--- src/sv/srpc_pkg.sv ---
// srpc_pkg: shared types and constants for the stepper ramp position controller
// holds the request structs, configuration struct, event and mode codes
// no dependencies
`default_nettype none

package srpc_pkg;

  // field widths
  localparam int COMPARE_W = 16;
  localparam int COUNT_W   = 16;
  localparam int KIND_W    = 3;
  localparam int CFG_IDX_W = 3;
  localparam int CFG_DAT_W = 16;

  // reset values of the configuration registers
  localparam logic [COMPARE_W-1:0] ACCEL_STEP_RST   = COMPARE_W'(1);
  localparam logic [COUNT_W-1:0]   TARGET_COUNT_RST = COUNT_W'(1000);
  localparam logic                 DIRECTION_RST    = 1'b1;

  // motor modes
  typedef enum logic [1:0] {
    MODE_STOPPED = 2'd0,
    MODE_ACCEL   = 2'd1,
    MODE_RUN     = 2'd2,
    MODE_BRAKE   = 2'd3
  } mode_t;

  // event kinds
  typedef enum logic [KIND_W-1:0] {
    KIND_START  = 3'd0,
    KIND_STOP   = 3'd1,
    KIND_BRAKE  = 3'd2,
    KIND_CALIB  = 3'd3,
    KIND_TICK   = 3'd4,
    KIND_COUNT  = 3'd5,
    KIND_INDEX  = 3'd6,
    KIND_UNUSED = 3'd7
  } kind_t;

  // configuration register indexes
  typedef enum logic [CFG_IDX_W-1:0] {
    REG_RUN_SPEED   = 3'd0,
    REG_MIN_SPEED   = 3'd1,
    REG_CALIB_SPEED = 3'd2,
    REG_ACCEL_STEP  = 3'd3,
    REG_TARGET_CNT  = 3'd4,
    REG_BRAKE_NEAR  = 3'd5,
    REG_BRAKE_FAR   = 3'd6,
    REG_DIRECTION   = 3'd7
  } cfg_idx_t;

  // input request
  typedef struct packed {
    logic [KIND_W-1:0]  kind;
    logic [COUNT_W-1:0] steps;
  } in_item_t;

  // result request
  typedef struct packed {
    logic [COMPARE_W-1:0] pwm_compare;
    logic [1:0]           motor_state;
    logic                 far_half;
    logic                 calibrated;
    logic                 direction_pin;
    logic                 counter_clear;
    logic [COUNT_W-1:0]   captured_steps;
  } out_item_t;

  // configuration handed from the register file to the core
  typedef struct packed {
    logic [COMPARE_W-1:0] run_speed;
    logic [COMPARE_W-1:0] min_speed;
    logic [COMPARE_W-1:0] calib_speed;
    logic [COMPARE_W-1:0] accel_step;
    logic [COUNT_W-1:0]   target_count;
    logic [COUNT_W-1:0]   brake_point_near;
    logic [COUNT_W-1:0]   brake_point_far;
    logic                 direction;
  } cfg_t;

endpackage

`default_nettype wire

--- src/sv/srpc_cfg_regs.sv ---
// srpc_cfg_regs: configuration register file of the ramp controller
// depends on srpc_pkg for the register indexes and the cfg_t struct
`default_nettype none

module srpc_cfg_regs (
  input  wire logic                          clk,
  input  wire logic                          rst_n,
  input  wire logic                          wr_en,
  input  wire logic [srpc_pkg::CFG_IDX_W-1:0] wr_index,
  input  wire logic [srpc_pkg::CFG_DAT_W-1:0] wr_data,
  output srpc_pkg::cfg_t                     cfg
);

  srpc_pkg::cfg_t cfg_r;
  srpc_pkg::cfg_t cfg_nxt;

  // register decode
  always_comb begin
    cfg_nxt = cfg_r;
    if (wr_en) begin
      unique case (srpc_pkg::cfg_idx_t'(wr_index))
        srpc_pkg::REG_RUN_SPEED:   cfg_nxt.run_speed        = wr_data;
        srpc_pkg::REG_MIN_SPEED:   cfg_nxt.min_speed        = wr_data;
        srpc_pkg::REG_CALIB_SPEED: cfg_nxt.calib_speed      = wr_data;
        srpc_pkg::REG_ACCEL_STEP:  cfg_nxt.accel_step       = wr_data;
        srpc_pkg::REG_TARGET_CNT:  cfg_nxt.target_count     = wr_data;
        srpc_pkg::REG_BRAKE_NEAR:  cfg_nxt.brake_point_near = wr_data;
        srpc_pkg::REG_BRAKE_FAR:   cfg_nxt.brake_point_far  = wr_data;
        srpc_pkg::REG_DIRECTION:   cfg_nxt.direction        = wr_data[0];
        default:                   cfg_nxt = cfg_r;
      endcase
    end
  end

  // register storage
  always_ff @(posedge clk) begin
    if (!rst_n) begin
      cfg_r.run_speed        <= '0;
      cfg_r.min_speed        <= '0;
      cfg_r.calib_speed      <= '0;
      cfg_r.accel_step       <= srpc_pkg::ACCEL_STEP_RST;
      cfg_r.target_count     <= srpc_pkg::TARGET_COUNT_RST;
      cfg_r.brake_point_near <= '0;
      cfg_r.brake_point_far  <= '0;
      cfg_r.direction        <= srpc_pkg::DIRECTION_RST;
    end else begin
      cfg_r <= cfg_nxt;
    end
  end

  assign cfg = cfg_r;

endmodule

`default_nettype wire

--- src/sv/srpc_core.sv ---
// srpc_core: motor mode state machine, ramp arithmetic and encoder checks
// depends on srpc_pkg; state updates on each accepted request
`default_nettype none

module srpc_core (
  input  wire logic                clk,
  input  wire logic                rst_n,
  input  wire logic                accept,
  input  wire srpc_pkg::in_item_t  item,
  input  wire srpc_pkg::cfg_t      cfg,
  output srpc_pkg::out_item_t      result
);

  srpc_pkg::mode_t                 mode_r, mode_nxt;
  logic [srpc_pkg::COMPARE_W-1:0]  cmp_r, cmp_nxt;
  logic                            half_r, half_nxt;
  logic                            zero_r, zero_nxt;
  logic                            ovr_r, ovr_nxt;
  logic [srpc_pkg::COUNT_W-1:0]    latch_r, latch_nxt;
  logic                            dir_r, dir_nxt;
  logic                            clear;

  logic [srpc_pkg::COMPARE_W-1:0]  target;
  logic [srpc_pkg::COMPARE_W:0]    sum;
  logic [srpc_pkg::COMPARE_W-1:0]  cmp_up;
  logic [srpc_pkg::COMPARE_W-1:0]  cmp_down;
  logic                            hit_near, hit_target, hit_far;

  // ramp arithmetic
  assign target   = ovr_r ? cfg.calib_speed : cfg.run_speed;
  assign sum      = {1'b0, cmp_r} + {1'b0, cfg.accel_step};
  assign cmp_up   = sum[srpc_pkg::COMPARE_W] ? '1 : sum[srpc_pkg::COMPARE_W-1:0];
  assign cmp_down = (cmp_r > cfg.accel_step) ? (cmp_r - cfg.accel_step) : '0;

  // encoder threshold compares
  assign hit_near   = (item.steps >= cfg.brake_point_near);
  assign hit_target = (item.steps >= cfg.target_count);
  assign hit_far    = (item.steps >= cfg.brake_point_far);

  // next state
  always_comb begin
    mode_nxt  = mode_r;
    cmp_nxt   = cmp_r;
    half_nxt  = half_r;
    zero_nxt  = zero_r;
    ovr_nxt   = ovr_r;
    latch_nxt = latch_r;
    dir_nxt   = dir_r;
    clear     = 1'b0;
    unique case (srpc_pkg::kind_t'(item.kind))
      srpc_pkg::KIND_START: begin
        if (mode_r == srpc_pkg::MODE_STOPPED) begin
          dir_nxt  = cfg.direction;
          mode_nxt = srpc_pkg::MODE_ACCEL;
        end
      end
      srpc_pkg::KIND_STOP: begin
        if (mode_r == srpc_pkg::MODE_RUN || mode_r == srpc_pkg::MODE_BRAKE) begin
          cmp_nxt  = '0;
          mode_nxt = srpc_pkg::MODE_STOPPED;
        end
      end
      srpc_pkg::KIND_BRAKE: begin
        if (mode_r == srpc_pkg::MODE_RUN) begin
          mode_nxt = srpc_pkg::MODE_BRAKE;
        end
      end
      srpc_pkg::KIND_CALIB: begin
        zero_nxt = 1'b0;
        ovr_nxt  = 1'b1;
        if (mode_r == srpc_pkg::MODE_STOPPED) begin
          dir_nxt  = cfg.direction;
          mode_nxt = srpc_pkg::MODE_ACCEL;
        end
      end
      srpc_pkg::KIND_TICK: begin
        if (mode_r == srpc_pkg::MODE_ACCEL) begin
          if (cmp_r < target) begin
            cmp_nxt = cmp_up;
          end else begin
            cmp_nxt  = target;
            mode_nxt = srpc_pkg::MODE_RUN;
          end
        end else if (mode_r == srpc_pkg::MODE_BRAKE) begin
          cmp_nxt = (cmp_r > cfg.min_speed) ? cmp_down : cfg.min_speed;
        end
      end
      srpc_pkg::KIND_COUNT: begin
        // near brake point, then half-turn stop, then far brake point
        if (hit_near && !half_r && zero_r && mode_r == srpc_pkg::MODE_RUN) begin
          mode_nxt = srpc_pkg::MODE_BRAKE;
        end
        if (hit_target && !half_r && zero_r) begin
          latch_nxt = item.steps;
          half_nxt  = 1'b1;
          if (mode_nxt == srpc_pkg::MODE_RUN || mode_nxt == srpc_pkg::MODE_BRAKE) begin
            cmp_nxt  = '0;
            mode_nxt = srpc_pkg::MODE_STOPPED;
          end
        end
        if (hit_far && half_nxt && zero_r && mode_nxt == srpc_pkg::MODE_RUN) begin
          mode_nxt = srpc_pkg::MODE_BRAKE;
        end
      end
      srpc_pkg::KIND_INDEX: begin
        if (!zero_r) begin
          zero_nxt = 1'b1;
          ovr_nxt  = 1'b0;
        end
        clear     = 1'b1;
        latch_nxt = '0;
        half_nxt  = 1'b0;
        if (mode_r == srpc_pkg::MODE_RUN || mode_r == srpc_pkg::MODE_BRAKE) begin
          cmp_nxt  = '0;
          mode_nxt = srpc_pkg::MODE_STOPPED;
        end
      end
      default: begin
        mode_nxt = mode_r;
      end
    endcase
  end

  // result fields from the updated state
  always_comb begin
    result.pwm_compare    = cmp_nxt;
    result.motor_state    = mode_nxt;
    result.far_half       = half_nxt;
    result.calibrated     = zero_nxt;
    result.direction_pin  = dir_nxt;
    result.counter_clear  = clear;
    result.captured_steps = latch_nxt;
  end

  // state registers
  always_ff @(posedge clk) begin
    if (!rst_n) begin
      mode_r  <= srpc_pkg::MODE_STOPPED;
      cmp_r   <= '0;
      half_r  <= 1'b0;
      zero_r  <= 1'b0;
      ovr_r   <= 1'b0;
      latch_r <= '0;
      dir_r   <= 1'b0;
    end else if (accept) begin
      mode_r  <= mode_nxt;
      cmp_r   <= cmp_nxt;
      half_r  <= half_nxt;
      zero_r  <= zero_nxt;
      ovr_r   <= ovr_nxt;
      latch_r <= latch_nxt;
      dir_r   <= dir_nxt;
    end
  end

endmodule

`default_nettype wire

--- src/sv/stepper_ramp_position_controller.sv ---
// stepper_ramp_position_controller: top level of the motor speed-ramp controller
// depends on srpc_pkg, srpc_cfg_regs and srpc_core
//
//   channel   signals                           handshake
//   in_       in_valid, in_stall, in_data       valid high, stall low
//   out_      out_valid, out_stall, out_data    valid high, stall low
//   cfg_      cfg_valid, cfg_ready, cfg_index,  valid and ready high
//             cfg_data
//
// one request per cycle while in_stall is low; its result shows in the output register in the
// cycle after acceptance, the core's compare and 17-bit add being combinational
// reset (synchronous, rst_n low) empties the output register and returns to stopped
// in_stall is high only while a result sits in the output register and out_stall
// holds it; cfg_ready is always high
`default_nettype none

module stepper_ramp_position_controller (
  input  wire logic                           clk,
  input  wire logic                           rst_n,
  input  wire logic                           in_valid,
  output logic                                in_stall,
  input  wire srpc_pkg::in_item_t             in_data,
  output logic                                out_valid,
  input  wire logic                           out_stall,
  output srpc_pkg::out_item_t                 out_data,
  input  wire logic                           cfg_valid,
  output logic                                cfg_ready,
  input  wire logic [srpc_pkg::CFG_IDX_W-1:0] cfg_index,
  input  wire logic [srpc_pkg::CFG_DAT_W-1:0] cfg_data
);

  srpc_pkg::cfg_t      cfg;
  srpc_pkg::out_item_t result;
  srpc_pkg::out_item_t out_data_r;
  logic                out_valid_r, out_valid_nxt;
  logic                in_acc;

  // handshake
  assign cfg_ready = 1'b1;
  assign in_stall  = out_valid_r & out_stall;
  assign in_acc    = in_valid & ~in_stall;

  srpc_cfg_regs u_cfg (
    .clk      (clk),
    .rst_n    (rst_n),
    .wr_en    (cfg_valid & cfg_ready),
    .wr_index (cfg_index),
    .wr_data  (cfg_data),
    .cfg      (cfg)
  );

  srpc_core u_core (
    .clk    (clk),
    .rst_n  (rst_n),
    .accept (in_acc),
    .item   (in_data),
    .cfg    (cfg),
    .result (result)
  );

  // output register
  assign out_valid_nxt = in_acc | (out_valid_r & out_stall);

  always_ff @(posedge clk) begin
    if (!rst_n) begin
      out_valid_r <= 1'b0;
    end else begin
      out_valid_r <= out_valid_nxt;
    end
  end

  always_ff @(posedge clk) begin
    if (in_acc) begin
      out_data_r <= result;
    end
  end

  assign out_valid = out_valid_r;
  assign out_data  = out_data_r;

endmodule

`default_nettype wire
--- config.mk ---
export PLATFORM = sky130hd
export DESIGN_NAME = stepper_ramp_position_controller
export DESIGN_NICKNAME = d
export VERILOG_FILES = /design/src/sv/srpc_pkg.sv /design/src/sv/srpc_cfg_regs.sv /design/src/sv/srpc_core.sv /design/src/sv/stepper_ramp_position_controller.sv
export SDC_FILE = /design/constraint.sdc
export NUM_CORES = 1
export LEC_CHECK = 0
export BUFFER_PORTS_ARGS = -buffer_cell sky130_fd_sc_hd__buf_2
export CAP_MARGIN = 20
export CORE_AREA = 5 5 154 141
export DETAILED_ROUTE_END_ITERATION = 10
export DIE_AREA = 0 0 159 146
export GPL_TIMING_DRIVEN = 0
export PLACE_DENSITY = 0.78
export SYNTH_ARGS = -nofsm -noshare
export SYNTH_HDL_FRONTEND = slang
export SYNTH_HIERARCHICAL = 1
export SYNTH_SLANG_ARGS = --single-unit
--- constraint.sdc ---
create_clock -name clk -period 4.45 [get_ports clk]
set_input_delay 0.6675 -clock clk [delete_from_list [all_inputs] [get_ports clk]]
set_output_delay 0.6675 -clock clk [all_outputs]
set_load 0.02 [all_outputs]
==> flow_results.org <==
** Timing
- Portion of the clock cycle consumed by the worst path in the final layout :: 95.4%
- The worst path needs 4250 ps of the cycle, external delays included.
- The count of final max-slew check failures is 0.
- Timing would allow up to 236 MHz.
- The worst path meets setup with 205 ps of slack.
- Setup violations remaining at the end of the flow were counted as 0.
- Max Clock Skew :: 12.5 ps
- At the pin with the least slew margin, the transition time is 827 ps.
- In this run the tightest slew margin relative to its limit is 43.5%.
- Total count of hold-check failures in the final report :: 0
- Setup_tns :: 0 ps

** GRT
- Entering global routing, the biggest net connects 23 pins.
- All-layer global routing usage :: 28.2%
- After global routing the overflow that remains totals 0.
- The via count of the first global-routing pass came to 9741.
- The number of antenna violations at the first check in global routing is 0.
- The first global-routing pass estimated 52.7 mm of wire.

** Synthesis
- Each instance of the synthesized netlist takes up on average 8.90 um2.
- Number of distinct library cells after synthesis :: 79
- Commonest register cell after synthesis :: sky130_fd_sc_hd__dfxtp_1
- The cell area that synthesis handed to floorplanning was 11700 um2.
- Sorting the synthesized cells by area gives the leading types as sky130_fd_sc_hd__dfxtp_1 26%, sky130_fd_sc_hd__ha_1 12%, sky130_fd_sc_hd__mux2i_1 11%, sky130_fd_sc_hd__edfxtp_1 9.7%, sky130_fd_sc_hd__nand2_1 6.7%.
- Dominant cell by count in the synthesized netlist :: sky130_fd_sc_hd__nand2_1
- Total of warnings raised by yosys :: 6
- In the synthesized netlist the async set-or-reset flop fraction comes to 0%.
- The number of nets in the synthesized netlist is 1473.
- Synth cell count leaders :: 208 x sky130_fd_sc_hd__nand2_1, 152 x sky130_fd_sc_hd__dfxtp_1, 129 x sky130_fd_sc_hd__mux2i_1
- Of all cell types, the one taking the most synthesized area is sky130_fd_sc_hd__dfxtp_1.
- Gate count after technology mapping :: 1317
- In this run, synthesis inferred 38 flip-flops with an integrated enable.
- The synthesized design devotes to its leading area cell type 26.0% of total area.
- Sequential elements use 35.7% of the synthesized area.
- Number of storage elements in the synthesis netlist :: 190

** Place
- Final weighted congestion in routability-driven placement :: 0.994
- Place WS :: -685 ps
- Number of port buffers :: 82
- The wire-length estimate of the detail-placed layout is 25.6 mm.

** Finish
- Count of filler cells inserted in the layout :: 1609
- For this run, the post-layout net count is 1574.
- Area used by sequential logic in the layout :: 4180 um2
- Share of the core filled with cells in the final layout :: 66.2%
- From synthesis to final layout, the design area changed by 11.9%.
- Multi-input gate area in the final layout :: 6790 um2
- In the final layout, the share of cells above drive strength 1 is 12.2%.
- The number of antenna diodes in the final layout is 0.

** Clock network
- In this run the deepest clock path goes through 2 buffers.
- Clock tree from TritonCTS :: built
- The tree is rooted in a sky130_fd_sc_hd__clkbuf_16.
- Number of clock buffers inserted by TritonCTS :: 17
- Total number of H-tree levels :: 4
- Worst-path clk slew :: 70 ps
- Insertion delay of the later-clocked pin in the worst-skew pair :: 450 ps
- The tree built by TritonCTS fans out to 190 sinks.
- Number of buffers inserted for hold repair after clock tree synthesis :: 0

** Power and ir drop
- Summed over all nets, the switching power comes to 1.22 mW.
- Internal cell power :: 2.85 mW
- Sequential group share of total power :: 45.5%
- P per Cell Area :: 311 nW/um2
- Total chip power :: 4.07 mW
- The analysis attributes to cell leakage a power of 6.09 nW.
- Switching power as a share of total power :: 30.1%
- Maximum ir drop on the vdd rail :: 0.251 mV
- Relative contribution of the clock network to total power :: 38.7%
- Logic gate share of total power :: 15.7%

** Route
- Average wire per cell in the routed design :: 20.1 um
- Summing over every cut layer, the via total after detailed routing is 10300.
- DRC violation count after routing :: 0
- Via density per instance :: 6.09
- Aggregate routed wire length :: 33.8 mm
- The count of nets left with antenna violations once routing finished came out at 0.
- Starting DRC count in detailed routing :: 1039
- For this run, the detailed router's first-pass iteration total came to 6.

** Critical path
- CP Cell Sequence :: clkbuf_4 > mux2i_1 > ha_1 > a41oi_1 > o21ai_0 > a2111oi_1 > o21ai_2 > and2_1 > buf_2 > a221oi_1 > nand2_1 > nor2b_1 > o22ai_1
- Along the worst path, the maximum fanout reaches 18.
- CP Capture Type :: register
- Delay of the slowest critical-path stage :: 520 ps
- STA classifies the critical path startpoint as a register.
- Critical-path cell with the highest stage delay :: sky130_fd_sc_hd__a2111oi_1
- At the worst endpoint, the required time is 4710 ps.
- Data arrival time of the worst path :: 4500 ps
- Start-to-end type of the worst setup path :: reg -> reg

** Run status
- Result of the run :: complete, no violations

** Run
- Across the run, the number of max-cap violations was 0.

** Hold path
- In this run the worst hold path is classified as reg -> reg.

** Floorplanning
- After floorplanning, the core was sized to cover 19800 um2.
- Once the floorplan was initialized, standard cells occupied 59.2% of the core.
- The die is 146 um tall.
- Num rows :: 49
- The die is 159 um wide.
- The floorplan step defined a die boundary enclosing 23200 um2.
- During I/O placement, the number of pins put on the boundary was 84.
-- layout make-up --
class	count	share of cell area [%]
Buffer	74	2.79
Clock buffer	17	3.25
Clock inverter	15	1.33
Inverter	108	3.09
Multi-Input combinational cell	944	51.8
Sequential cell	190	31.9
Tap cell	255	2.43
Timing Repair Buffer	83	3.34
-- worst max-delay path: cells and delay by family (launching register included) --
family | cells | cell delay (ps)
buf+inv | 2 | 560
simple gates | 3 | 690
compound gates | 6 | 1740
fa+ha+maj | 1 | 340
mux | 1 | 410
flops | 1 | 320
-- power groups by stage --
stage               Sequential [mW]  Clock, mW  Combinational [mW]
global placement               1.89          0               0.594
finish                         1.85       1.58               0.641
detailed placement             1.89          0               0.612
floorplan                      1.92          0               0.377
global route                   1.86       1.67               0.686
CTS                            1.85       1.59               0.619
-- flip-flops by register name, indices dropped and copies added (netlist names) --
register / flops
u_core/cmp_r: 16
u_core/ovr_r: 1
u_cfg/cfg: 113
out_valid: 1
u_core/dir_r: 1
u_core/zero_r: 1
u_core/latch_r: 16
out_data: 38
u_core/mode_r: 2
u_core/half_r: 1
-- path summary, 6_finish.rpt --
check	from	endpoint	slack (ps)	depth (start not counted)
worst min register to register	u_cfg/cfg[46]	u_cfg/cfg[46]	460	2
worst min-delay path	u_cfg/cfg[46]	u_cfg/cfg[46]	460	2
worst max-delay path	u_core/ovr_r	out_data[22]	200	13
worst max register to register	u_core/ovr_r	out_data[22]	200	13
-- cells by family (layout without fill, tap and decap cells) --
| family | after synthesis | in the layout | share of synthesized area, % |
|---|---|---|---|
| buf+inv | 183 | 297 | 6.59 |
| fa+ha+maj | 113 | 113 | 12.2 |
| other cells | 1 | 1 | 0.0320 |
| compound gates | 263 | 263 | 16.2 |
| mux | 131 | 131 | 11.2 |
| xor+xnor | 24 | 24 | 1.79 |
| flops | 190 | 190 | 35.7 |
| simple gates | 412 | 412 | 16.2 |
-- through the flow --
stage          area, um2  instances  hold WS (ps)
2_1_floorplan      11700       1317           435
3_3_place_gp       12400       1654           442
3_5_place_dp       12500       1655           450
4_1_cts            13100       1686           460
5_1_grt            13100       1686           476
6_report           13100       1686           459
-- timing repair --
action	4_1_cts	5_1_grt
setup buffers	0	0
pin swaps	0	1
setup endpoints to repair	32	26
resized for setup	1	7
-- layout by cell type (no fill, tap or decap), types with 5 or more instances in the layout --
cell type	n
sky130_fd_sc_hd__a21boi_0	5
sky130_fd_sc_hd__o21bai_1	6
sky130_fd_sc_hd__xnor2_1	23
sky130_fd_sc_hd__nor2b_1	26
sky130_fd_sc_hd__nor2_1	51
sky130_fd_sc_hd__edfxtp_1	38
sky130_fd_sc_hd__inv_1	108
sky130_fd_sc_hd__buf_4	7
sky130_fd_sc_hd__o21a_1	7
sky130_fd_sc_hd__clkbuf_1	39
sky130_fd_sc_hd__o211a_1	21
sky130_fd_sc_hd__o211ai_1	8
sky130_fd_sc_hd__dfxtp_1	152
sky130_fd_sc_hd__nand2b_1	14
sky130_fd_sc_hd__buf_2	102
sky130_fd_sc_hd__nand2_1	208
sky130_fd_sc_hd__o21ai_0	43
sky130_fd_sc_hd__a22oi_1	8
sky130_fd_sc_hd__nand4_1	14
sky130_fd_sc_hd__nand3_1	47
sky130_fd_sc_hd__a221o_1	11
sky130_fd_sc_hd__ha_1	111
sky130_fd_sc_hd__a21oi_1	62
sky130_fd_sc_hd__a21o_1	17
sky130_fd_sc_hd__a221oi_1	14
sky130_fd_sc_hd__a211oi_1	7
sky130_fd_sc_hd__mux2i_1	129
sky130_fd_sc_hd__clkbuf_16	17
sky130_fd_sc_hd__nor3_1	15
sky130_fd_sc_hd__and2_1	5
-- per-layer routing --
metal | vias up | GRT usage, % | wire [um]
met1 | 4874 | 40.6 | 15300
met2 | 478 | 44.0 | 15000
met5 | - | 0 | 0
li1 | 4860 | - | -
met3 | 49 | 4.84 | 3010
met4 | 0 | 7.59 | 563
(Power assumes the default switching activity.)
